## src/hw/rtl/irpw_pkg.sv

```systemverilog
// irpw_pkg: shared types and constants for the ir pulse-width command receiver
// no dependencies
package irpw_pkg;

    localparam int FRAME_BITS = 12;
    localparam int CNT_W      = $clog2(FRAME_BITS + 1);
    localparam int DEV_W      = 5;
    localparam int CMD_W      = 7;

    localparam logic [7:0] START_THR_RST = 8'd150;
    localparam logic [7:0] ONE_THR_RST   = 8'd70;
    localparam logic [4:0] SPEED_STEP_RST = 5'd31;

    localparam logic [1:0] REG_START_THR  = 2'd0;
    localparam logic [1:0] REG_ONE_THR    = 2'd1;
    localparam logic [1:0] REG_SPEED_STEP = 2'd2;

    localparam logic [CMD_W-1:0] CMD_LEVEL_MAX = 7'd7;
    localparam logic [CMD_W-1:0] CMD_STOP      = 7'd9;
    localparam logic [CMD_W-1:0] CMD_FASTER    = 7'd14;
    localparam logic [CMD_W-1:0] CMD_FORWARD   = 7'd16;
    localparam logic [CMD_W-1:0] CMD_REVERSE   = 7'd17;
    localparam logic [CMD_W-1:0] CMD_RIGHT     = 7'd18;
    localparam logic [CMD_W-1:0] CMD_LEFT      = 7'd19;
    localparam logic [CMD_W-1:0] CMD_ARM       = 7'd23;
    localparam logic [CMD_W-1:0] CMD_DISARM    = 7'd54;
    localparam logic [CMD_W-1:0] CMD_SLOWER    = 7'd63;
    localparam logic [CMD_W-1:0] CMD_FLIP      = 7'd96;
    localparam logic [CMD_W-1:0] CMD_DROP      = 7'd99;

    localparam logic [7:0] DRIVE_FORWARD = 8'hA0;
    localparam logic [7:0] DRIVE_REVERSE = 8'h50;
    localparam logic [7:0] DRIVE_LEFT    = 8'h60;
    localparam logic [7:0] DRIVE_RIGHT   = 8'h90;

    typedef struct packed {
        logic       line_level;
        logic [7:0] pulse_ticks;
    } t_in_item;

    typedef struct packed {
        logic             frame_done;
        logic [DEV_W-1:0] device_code;
        logic [CMD_W-1:0] command_code;
        logic [7:0]       drive_pattern;
        logic [7:0]       speed_duty;
        logic             sensor_enable;
        logic             flip_pulse;
        logic             drop_pulse;
    } t_out_item;

    typedef struct packed {
        logic             done;
        logic [DEV_W-1:0] device;
        logic [CMD_W-1:0] command;
    } t_frame_evt;

endpackage

```

## src/hw/rtl/irpw_frame.sv

```systemverilog
// irpw_frame: start detection and lsb-first bit collection into a frame
// depends on irpw_pkg
module irpw_frame import irpw_pkg::*; (
    input  logic       i_clk,
    input  logic       i_rst_n,
    input  logic       i_en,
    input  t_in_item   i_item,
    input  logic [7:0] i_start_thr,
    input  logic [7:0] i_one_thr,
    output t_frame_evt o_evt
);

    logic [CNT_W-1:0]      r_count;
    logic [CNT_W-1:0]      n_count;
    logic [FRAME_BITS-1:0] r_shift;
    logic [FRAME_BITS-1:0] n_shift;
    logic                  n_done;

    always_comb begin
        n_count = r_count;
        n_shift = r_shift;
        n_done  = 1'b0;
        if (i_item.line_level) begin
            if (i_item.pulse_ticks > i_start_thr) begin
                n_count = '0;
                n_shift = '0;
            end else if (r_count < CNT_W'(FRAME_BITS)) begin
                n_shift = {i_item.pulse_ticks > i_one_thr, r_shift[FRAME_BITS-1:1]};
                n_count = r_count + 1'b1;
                n_done  = (n_count == CNT_W'(FRAME_BITS));
            end
        end
    end

    assign o_evt.done    = n_done;
    assign o_evt.device  = n_shift[FRAME_BITS-1:FRAME_BITS-DEV_W];
    assign o_evt.command = n_shift[CMD_W-1:0];

    always_ff @(posedge i_clk) begin
        if (!i_rst_n) begin
            r_count <= '0;
            r_shift <= '0;
        end else if (i_en) begin
            r_count <= n_count;
            r_shift <= n_shift;
        end
    end

endmodule

```

## src/hw/rtl/irpw_cmd.sv

```systemverilog
// irpw_cmd: command execution, holds last frame, drive, duty and sensor state
// depends on irpw_pkg
module irpw_cmd import irpw_pkg::*; (
    input  logic       i_clk,
    input  logic       i_rst_n,
    input  logic       i_en,
    input  t_frame_evt i_evt,
    input  logic [4:0] i_speed_step,
    output t_out_item  o_result
);

    logic [DEV_W-1:0] r_device;
    logic [DEV_W-1:0] n_device;
    logic [CMD_W-1:0] r_command;
    logic [CMD_W-1:0] n_command;
    logic [7:0]       r_drive;
    logic [7:0]       n_drive;
    logic [7:0]       r_duty;
    logic [7:0]       n_duty;
    logic             r_armed;
    logic             n_armed;
    logic             n_flip;
    logic             n_drop;
    logic [8:0]       level_duty;
    logic [8:0]       up_duty;

    assign level_duty = ({1'b0, i_evt.command[2:0]} + 4'd1) * i_speed_step;
    assign up_duty    = {1'b0, r_duty} + {4'd0, i_speed_step};

    always_comb begin
        n_device  = r_device;
        n_command = r_command;
        n_drive   = r_drive;
        n_duty    = r_duty;
        n_armed   = r_armed;
        n_flip    = 1'b0;
        n_drop    = 1'b0;
        if (i_evt.done) begin
            n_device  = i_evt.device;
            n_command = i_evt.command;
            if (i_evt.command <= CMD_LEVEL_MAX) begin
                n_duty = level_duty[7:0];
            end else begin
                case (i_evt.command)
                    CMD_FORWARD: n_drive = DRIVE_FORWARD;
                    CMD_REVERSE: n_drive = DRIVE_REVERSE;
                    CMD_LEFT:    n_drive = DRIVE_LEFT;
                    CMD_RIGHT:   n_drive = DRIVE_RIGHT;
                    CMD_STOP:    n_duty  = '0;
                    CMD_FASTER: begin
                        if (!up_duty[8]) n_duty = up_duty[7:0];
                    end
                    CMD_SLOWER: begin
                        if (r_duty >= {3'd0, i_speed_step}) n_duty = r_duty - {3'd0, i_speed_step};
                    end
                    CMD_ARM:     n_armed = 1'b1;
                    CMD_DISARM:  n_armed = 1'b0;
                    CMD_FLIP:    n_flip  = 1'b1;
                    CMD_DROP:    n_drop  = 1'b1;
                    default:     ;
                endcase
            end
        end
    end

    assign o_result.frame_done    = i_evt.done;
    assign o_result.device_code   = n_device;
    assign o_result.command_code  = n_command;
    assign o_result.drive_pattern = n_drive;
    assign o_result.speed_duty    = n_duty;
    assign o_result.sensor_enable = n_armed;
    assign o_result.flip_pulse    = n_flip;
    assign o_result.drop_pulse    = n_drop;

    always_ff @(posedge i_clk) begin
        if (!i_rst_n) begin
            r_device  <= '0;
            r_command <= '0;
            r_drive   <= '0;
            r_duty    <= '0;
            r_armed   <= 1'b0;
        end else if (i_en) begin
            r_device  <= n_device;
            r_command <= n_command;
            r_drive   <= n_drive;
            r_duty    <= n_duty;
            r_armed   <= n_armed;
        end
    end

endmodule

```

## src/hw/rtl/ir_pulse_width_command_receiver.sv

```systemverilog
// ir_pulse_width_command_receiver: top level with input register, config registers,
// frame collector, command unit and result register; depends on irpw_pkg
// data path: input register, then frame and command logic, then result register
// throughput: one edge item per cycle unless output stalls, set by the single input-to-result stage
// reset: synchronous active-low; thresholds and step to defaults, frame and
// command state to zero, both pipeline registers empty
module ir_pulse_width_command_receiver import irpw_pkg::*; (
    input  logic       i_clk,
    input  logic       i_rst_n,
    input  logic       i_in_valid,
    output logic       o_in_stall,
    input  t_in_item   i_in_item,
    output logic       o_out_valid,
    input  logic       i_out_stall,
    output t_out_item  o_out_item,
    input  logic       i_cfg_valid,
    output logic       o_cfg_ready,
    input  logic [1:0] i_cfg_index,
    input  logic [7:0] i_cfg_data
);

    logic       r_in_valid;
    t_in_item   r_in;
    logic       r_out_valid;
    t_out_item  r_out;
    logic [7:0] r_start_thr;
    logic [7:0] r_one_thr;
    logic [4:0] r_speed_step;
    logic       advance;
    t_frame_evt frame_evt;
    t_out_item  result;

    assign advance     = r_in_valid && (!r_out_valid || !i_out_stall);
    assign o_in_stall  = r_in_valid && !advance;
    assign o_cfg_ready = 1'b1;
    assign o_out_valid = r_out_valid;
    assign o_out_item  = r_out;

    always_ff @(posedge i_clk) begin
        if (!i_rst_n) begin
            r_start_thr  <= START_THR_RST;
            r_one_thr    <= ONE_THR_RST;
            r_speed_step <= SPEED_STEP_RST;
        end else if (i_cfg_valid) begin
            case (i_cfg_index)
                REG_START_THR:  r_start_thr  <= i_cfg_data;
                REG_ONE_THR:    r_one_thr    <= i_cfg_data;
                REG_SPEED_STEP: r_speed_step <= i_cfg_data[4:0];
                default:        ;
            endcase
        end
    end

    always_ff @(posedge i_clk) begin
        if (!i_rst_n) begin
            r_in_valid <= 1'b0;
        end else if (!o_in_stall) begin
            r_in_valid <= i_in_valid;
        end
    end

    always_ff @(posedge i_clk) begin
        if (!o_in_stall && i_in_valid) begin
            r_in <= i_in_item;
        end
    end

    always_ff @(posedge i_clk) begin
        if (!i_rst_n) begin
            r_out_valid <= 1'b0;
        end else if (advance) begin
            r_out_valid <= 1'b1;
        end else if (!i_out_stall) begin
            r_out_valid <= 1'b0;
        end
    end

    always_ff @(posedge i_clk) begin
        if (advance) begin
            r_out <= result;
        end
    end

    irpw_frame u_frame (
        .i_clk       (i_clk),
        .i_rst_n     (i_rst_n),
        .i_en        (advance),
        .i_item      (r_in),
        .i_start_thr (r_start_thr),
        .i_one_thr   (r_one_thr),
        .o_evt       (frame_evt)
    );

    irpw_cmd u_cmd (
        .i_clk        (i_clk),
        .i_rst_n      (i_rst_n),
        .i_en         (advance),
        .i_evt        (frame_evt),
        .i_speed_step (r_speed_step),
        .o_result     (result)
    );

    a_pulse_needs_frame: assert property (@(posedge i_clk) disable iff (!i_rst_n)
        r_out_valid && (r_out.flip_pulse || r_out.drop_pulse) |-> r_out.frame_done)
        else $error("command pulse without completed frame");

    a_pulse_exclusive: assert property (@(posedge i_clk) disable iff (!i_rst_n)
        r_out_valid |-> !(r_out.flip_pulse && r_out.drop_pulse))
        else $error("flip and drop pulses together");

    a_in_hold: assert property (@(posedge i_clk) disable iff (!i_rst_n)
        o_in_stall |=> r_in_valid && $stable(r_in))
        else $error("held input item lost");

    a_out_hold: assert property (@(posedge i_clk) disable iff (!i_rst_n)
        r_out_valid && i_out_stall |=> r_out_valid && $stable(r_out))
        else $error("stalled result changed");

endmodule

```

## config.mk

```make
export PLATFORM = sky130hd
export DESIGN_NAME = ir_pulse_width_command_receiver
export DESIGN_NICKNAME = d
export VERILOG_FILES = /design/src/hw/rtl/irpw_pkg.sv /design/src/hw/rtl/irpw_frame.sv /design/src/hw/rtl/irpw_cmd.sv /design/src/hw/rtl/ir_pulse_width_command_receiver.sv
export SDC_FILE = /design/constraint.sdc
export NUM_CORES = 1
export LEC_CHECK = 0
export BUFFER_PORTS_ARGS = -buffer_cell sky130_fd_sc_hd__buf_2
export CELL_PAD_IN_SITES_DETAIL_PLACEMENT = 0
export CELL_PAD_IN_SITES_GLOBAL_PLACEMENT = 1
export CORE_MARGIN = 3
export CORE_UTILIZATION = 30
export CTS_CLUSTER_SIZE = 20
export DETAILED_ROUTE_END_ITERATION = 8
export PLACE_DENSITY = 0.67
export SYNTH_ARGS = -nofsm -noshare
export SYNTH_HDL_FRONTEND = slang
export SYNTH_SLANG_ARGS = --single-unit
```

## constraint.sdc

```tcl
create_clock -name i_clk -period 7.6 [get_ports i_clk]
set_input_delay 1.14 -clock i_clk [delete_from_list [all_inputs] [get_ports i_clk]]
set_output_delay 1.14 -clock i_clk [all_outputs]
set_load 0.005 [all_outputs]
```

Word-level counts from Yosys, hierarchy flattened. Cells that the tools add are included.

Word-level logic and storage cells: 88. Input port bits: 24. Output and inout port bits: 35. Register bits: 109.

$lt $le $gt $ge: 5. Equal/unequal tests: 15. Multipliers: 1. Muxes and demuxes: 25. Add/sub/neg operators: 4. Bitwise logic cells: 1. Reduce and logical (&&, ||, !) cells: 15.

Operators with widths (number): $mux 8 (6); $mux 12 (3); $eq 7x5->1 const B (5); $pmux 8 s4 (1); $pmux 8 s3 (1); $gt 8x8->1 (2); $eq 7x4->1 const B (2); $eq 7x6->1 const B (2); $eq 7x7->1 const B (2); $add 8x5->9 (1); $mul 9x5->8 (1); $mux 1 (9); $ge 8x5->1 (1); $mux 4 (2); $sub 8x5->8 (1); $le 7x3->1 const B (1); $mux 7 (1); $reduce_and 2->1 (3); $mux 5 (1); $add 3x1->4 const B (1); $add 4x1->4 const B (1); $eq 4x4->1 const B (1); $logic_not 1->1 (4); $lt 4x4->1 const B (1); 11 further kinds (13).

Logic depth before layout (Yosys ltp).
Depth in word-level cells: 8. Mapped depth: 25. Gate-level depth less buffers: 23.

Modules after synthesis. A second synthesis with hierarchy kept.

Cell total of the unflattened synthesis: 685. Area, all modules: 6573.8 sq um.

By module, submodules not included: irpw_cmd (times used 1, area an instance 2996.6 sq um, cells an instance 369); ir_pulse_width_command_receiver (times used 1, area an instance 2212.1 sq um, cells an instance 138); irpw_frame (times used 1, area an instance 1365.1 sq um, cells an instance 178).

Least setup slack after synthesis. Ideal clock, no wire load.

Kind: register to register. From: register r_in[1] (netlist bit). To: register r_out (netlist bit o_out_item[10]), data pin. Arrival time: 5.124 ns. Cell stages (with the launch flop): 24. Period minus slack after synthesis: 5.392 ns. Required time: 7.332 ns. Setup slack: 2.208 ns. Cells stage by stage: edfxtp_1 -> ha_1 -> nor2b_1 -> o211ai_1 -> a21oi_1 -> or2_2 -> clkbuf_1 -> o21a_1 -> inv_1 -> ha_1 -> buf_1 -> xor2_1 -> nand2_1 -> fa_1 -> inv_1 -> fa_1 -> ha_1 -> a211oi_1 -> o21bai_1 -> a21oi_1 -> xnor2_1 -> and3_1 -> a211oi_1 -> o21ai_0.

RTL lines: from (decl) (RTL line ir_pulse_width_command_receiver.sv:23) `t_in_item r_in;`; from (signal assigned) (RTL line ir_pulse_width_command_receiver.sv:64) `r_in <= i_in_item;`; to (signal assigned) (RTL line ir_pulse_width_command_receiver.sv:80) `r_out <= result;`; to (decl) (RTL line ir_pulse_width_command_receiver.sv:25) `t_out_item r_out;`.

==> out/results.env <==
RUN_STATUS='finished, final reports clean'
TIMING.HOLD.WORST.CLASS='flop to flop'
POWER.SHARE.CLOCK_PCT=39.7
GRT_SETUP_UNREPAIRED='no'
WL_PER_CELL_UM=16.14
TIMING.CRITICAL_PATH.REQUIRED_PS=7700
SHARE_OF_LAYOUT_CELLS_ABOVE_DRIVE_STRENGTH_1_PCT=14.38
FINAL_CELLS=1021
CRIT_PATH_END_KIND='flop'
TOP_LEVEL_PORTS=59
NUMBER_OF_GLOBAL_ROUTE_VIAS_BEFORE_REPAIR=4988
DRC=0
CLOCK_TREE_FROM_TRITONCTS='built'
CTS_HOLD_BUFFERS=0
HTREEDEPTH=3
PLACEMENT_ROWS=52
POWER_SWITCHING_SHARE_PCT=25.78
SYNTH.TOP_CELLS.BY_AREA='dfxtp_1 21%, edfxtp_1 19%, ha_1 8.2%, nand2_1 4.2%, nor2_1 3.8%'
LARGEST_NET_DEGREE_AT_THE_START_OF_GLOBAL_ROUTING=44
DRT_ITER0_DRC=314
ROUTED_WIRELENGTH_UM=16480
CRIT_PATH_MAX_FANOUT=10
MAXCLOCKFREQUENCY_GHz=0.1715
GLOBALROUTE.TOTALOVERFLOW=0
GRT_PASS1_WL_UM=26460
FIN_CRIT_PS=5830
PLACEABLECOREAREA_MM2=0.02069
SYNTH-EDFF-COUNT=41
PWR_DENSITY_CELL_mW_PER_MM2=174.4
ANTENNA-DIODE-COUNT=0
NETS=820
NUMBER_OF_INSERTED_FILLER_CELLS_IN_THE_FINAL_LAYOUT=2145
DIE_W_UM=152.5
TIMING.HOLD.WORST.START='u_cmd.r_drive[0]'
VDD_IR_DROP_MAX_mV=0.1399
COMB_POWER_SHARE_PCT=10.1
SYNTH.YOSYS.WARNINGS=0
WORSTSETUPSTARTPOINTTYPE='flop'
SEQPWRFRAC_PCT=50.2
ANTENNA_FOUND_INITIAL=0
TIMING.FINAL.HOLD_VIOLATIONS=0
GLOBALPLACE.CONGESTION=0.8589
NUMPLACEDINSTANCES=1005
SYNTH_TOP_CELLS_BY_COUNT='72 x nand2_1, 68 x dfxtp_1, 66 x nor2_1, 48 x o21ai_0, 42 x ha_1'
FLOORPLAN.DIE_AREA_MM2=0.02327
CTS.ROOT.BUFFER_CELL='clkbuf_16'
ARRIVAL_TIME_OF_THE_WORST_SETUP_PATH_PS=5930
HPWL_UM=12130
TRITONCTS.NUM_BUFFERS=9
MULTI_INPUT_COMBINATIONAL_CELL_AREA_MM2=0.003518
SWITCHINGPOWER_uW=326.5
RR_STARTPOINT='r_in[1]'
MAX_SLEW_MARGIN_PCT=34.88
YS_SEQ_AREA_SHARE_PCT=40.24
VIA_PER_INST=5.129
SKEW_PS=14.14
IO_BUFFERS=57
ASYNC_SET_OR_RESET_FLOP_FRACTION_IN_THE_SYNTHESIZED_NETLIST_PCT=0
HOLD-WORST-SLACK_PS=427.6
CTS_NUM_SINKS=109
YOSYS.AREA.TOP_TYPE_SHARE_PCT=21.13
YOSYS.CELL_TYPES.COUNT=76
CHIPHEIGHT_UM=152.5
LAYOUT.AREA.SEQ_MM2=0.002592
POSTSYNTHREGISTERBITS=109
CLKLATENCYLATEPIN_PS=360
SYNTHESIS.INSTANCES=713
TIMING_MAX_TRANSITION_VIOLATIONS_FINAL=0
YOSYSTOPAREACELL='dfxtp_1'
SYNTH_AREA_MM2=0.006442
TOTAL_TRACK_USAGE_PCT=14.00
FLOORPLAN.INITIALDENSITY_PCT=31.14
FINAL_MIN_PERIOD_OVER_CLOCK_PERIOD_PCT=76.72
ROUTED-VIA-COUNT=5237
YS.FLOP_TYPE='dfxtp_1'
WORST_SETUP_HOLD_PATH_CLK_SLEW_PS=80
SETUP-VIOLATIONS-FINAL=0
ANT_NETS=0
STARTPOINT='r_in[1]'
TIMING.SETUP.TNS_PS=0
MAXCAPVIOLCOUNT=0
POST-SYNTH-TOP-COUNT-CELL='nand2_1'
CTS_RESIZED=0
INTERNAL_POWER_uW=940.1
SETUP.WORST_PATH.CLASS='flop to flop'
SYNTHESIS.NETS=787
WORST-SLEW-PIN-TRANSITION_PS=972.5
AVGSYNTHCELLAREA_UM2=9.036
P_R_AREA_GROWTH_VS_SYN_PCT=12.72
CLOCK_PATH_BUFFERS=2
DR.PASS1.ITERS=5
TOTAL_LEAKAGE_POWER_uW=0.002977
POST-CTS-SETUP-BUFFERS=0
==> worst paths after layout <==
| check | slack, ps | end | cells after the start |
|---|---|---|---|
| worst max-delay path | 1770 | o_out_item[10] | 21 |
| worst min-delay path | 430 | u_cmd.r_drive[0] | 2 |
| worst max register to register | 1770 | o_out_item[10] | 21 |
| worst min register to register | 430 | u_cmd.r_drive[0] | 2 |
==> cells by family (layout without fill, tap and decap cells) <==
kind of cell               count (synthesis)  count (layout)  share of synthesized area, %
xor gates and xnor gates                  13              13                         1.767
DFF                                      109             109                         40.24
muxes                                     21              21                         3.321
AOI/OAI and AO/OA                        199             199                         20.72
buffers and inverters                     84             122                         5.224
adders and majority gates                 50              50                         10.64
and+or+nand+nor                          236             236                         18.02
other                                      1               1                       0.05821
==> per-layer routing <==
metal,vias to the layer above,track usage (%),routed length (µm)
li1,2633,-,-
met1,2418,19.96,8195
met2,158,20.89,6896
met3,28,3.522,978
met4,0,4.328,413
met5,-,0,0
==> layout make-up <==
| cell class | count | share of cell area [%] |
|---|---|---|
| clock buffers | 9 | 3.101 |
| clock inverters | 7 | 1.206 |
| inverters | 42 | 2.240 |
| multi-input cells | 520 | 48.45 |
| flip-flops and latches | 109 | 35.70 |
| well taps | 270 | 4.652 |
| repair buffers | 64 | 4.652 |
==> metrics by stage <==
step / cell area (µm²) / setup slack, ps / util (%) / power (µW)
after detailed placement: 6949 / 1775 / 33.59 / 778.2
after global routing: 7262 / 1260 / 35.10 / 1322
after floorplan: 6442 / 2208 / - / 731.7
after global placement: 6949 / 1994 / 33.59 / 777.3
final: 7262 / 1770 / 35.10 / 1267
after CTS: 7262 / 1766 / 35.10 / 1282
==> worst max-delay path, stage by stage, from the launching register on <==
cell	delay (ps)
edfxtp_1	420
ha_1	320
nor2b_1	130
o211ai_1	240
a21oi_1	150
or2_2	360
o21a_1	300
inv_1	180
ha_1	400
xor2_1	260
nand2_1	110
fa_1	520
inv_1	50
fa_1	520
ha_1	330
a211oi_1	260
o21bai_1	110
a21oi_1	200
xnor2_1	100
and3_1	180
a211oi_1	300
o21ai_0	120
==> cell usage in the layout, fill, tap and decap left out, drive strengths merged, types with 12 or more instances in the layout <==
cell    instances
nor3           15
dfxtp          68
inv            45
nand3          17
o31ai          13
o21ai          50
nor2           66
ha             42
and3           12
mux2i          18
nand2          72
a21oi          40
edfxtp         41
buf            64
==> power groups by stage <==
stage	Clock, µW	Sequential, µW	Combinational, µW
3_3_place_gp	0	648	129
5_1_grt	540	638	144
6_report	503	635	128
3_5_place_dp	0	649	129
2_1_floorplan	0	648	84.0
4_1_cts	516	635	130
==> registers in the layout, indices dropped and copies added (netlist names) <==
signal / cells
r_in_valid: 1
r_in: 9
o_out_valid: 1
u_cmd.r_armed: 1
r_speed_step: 5
r_one_thr: 8
u_cmd.r_device: 5
u_cmd.r_duty: 8
u_cmd.r_drive: 8
o_out_item: 32
u_frame.r_count: 4
u_frame.r_shift: 12
u_cmd.r_command: 7
r_start_thr: 8
Power figures use the tool's default switching activity.
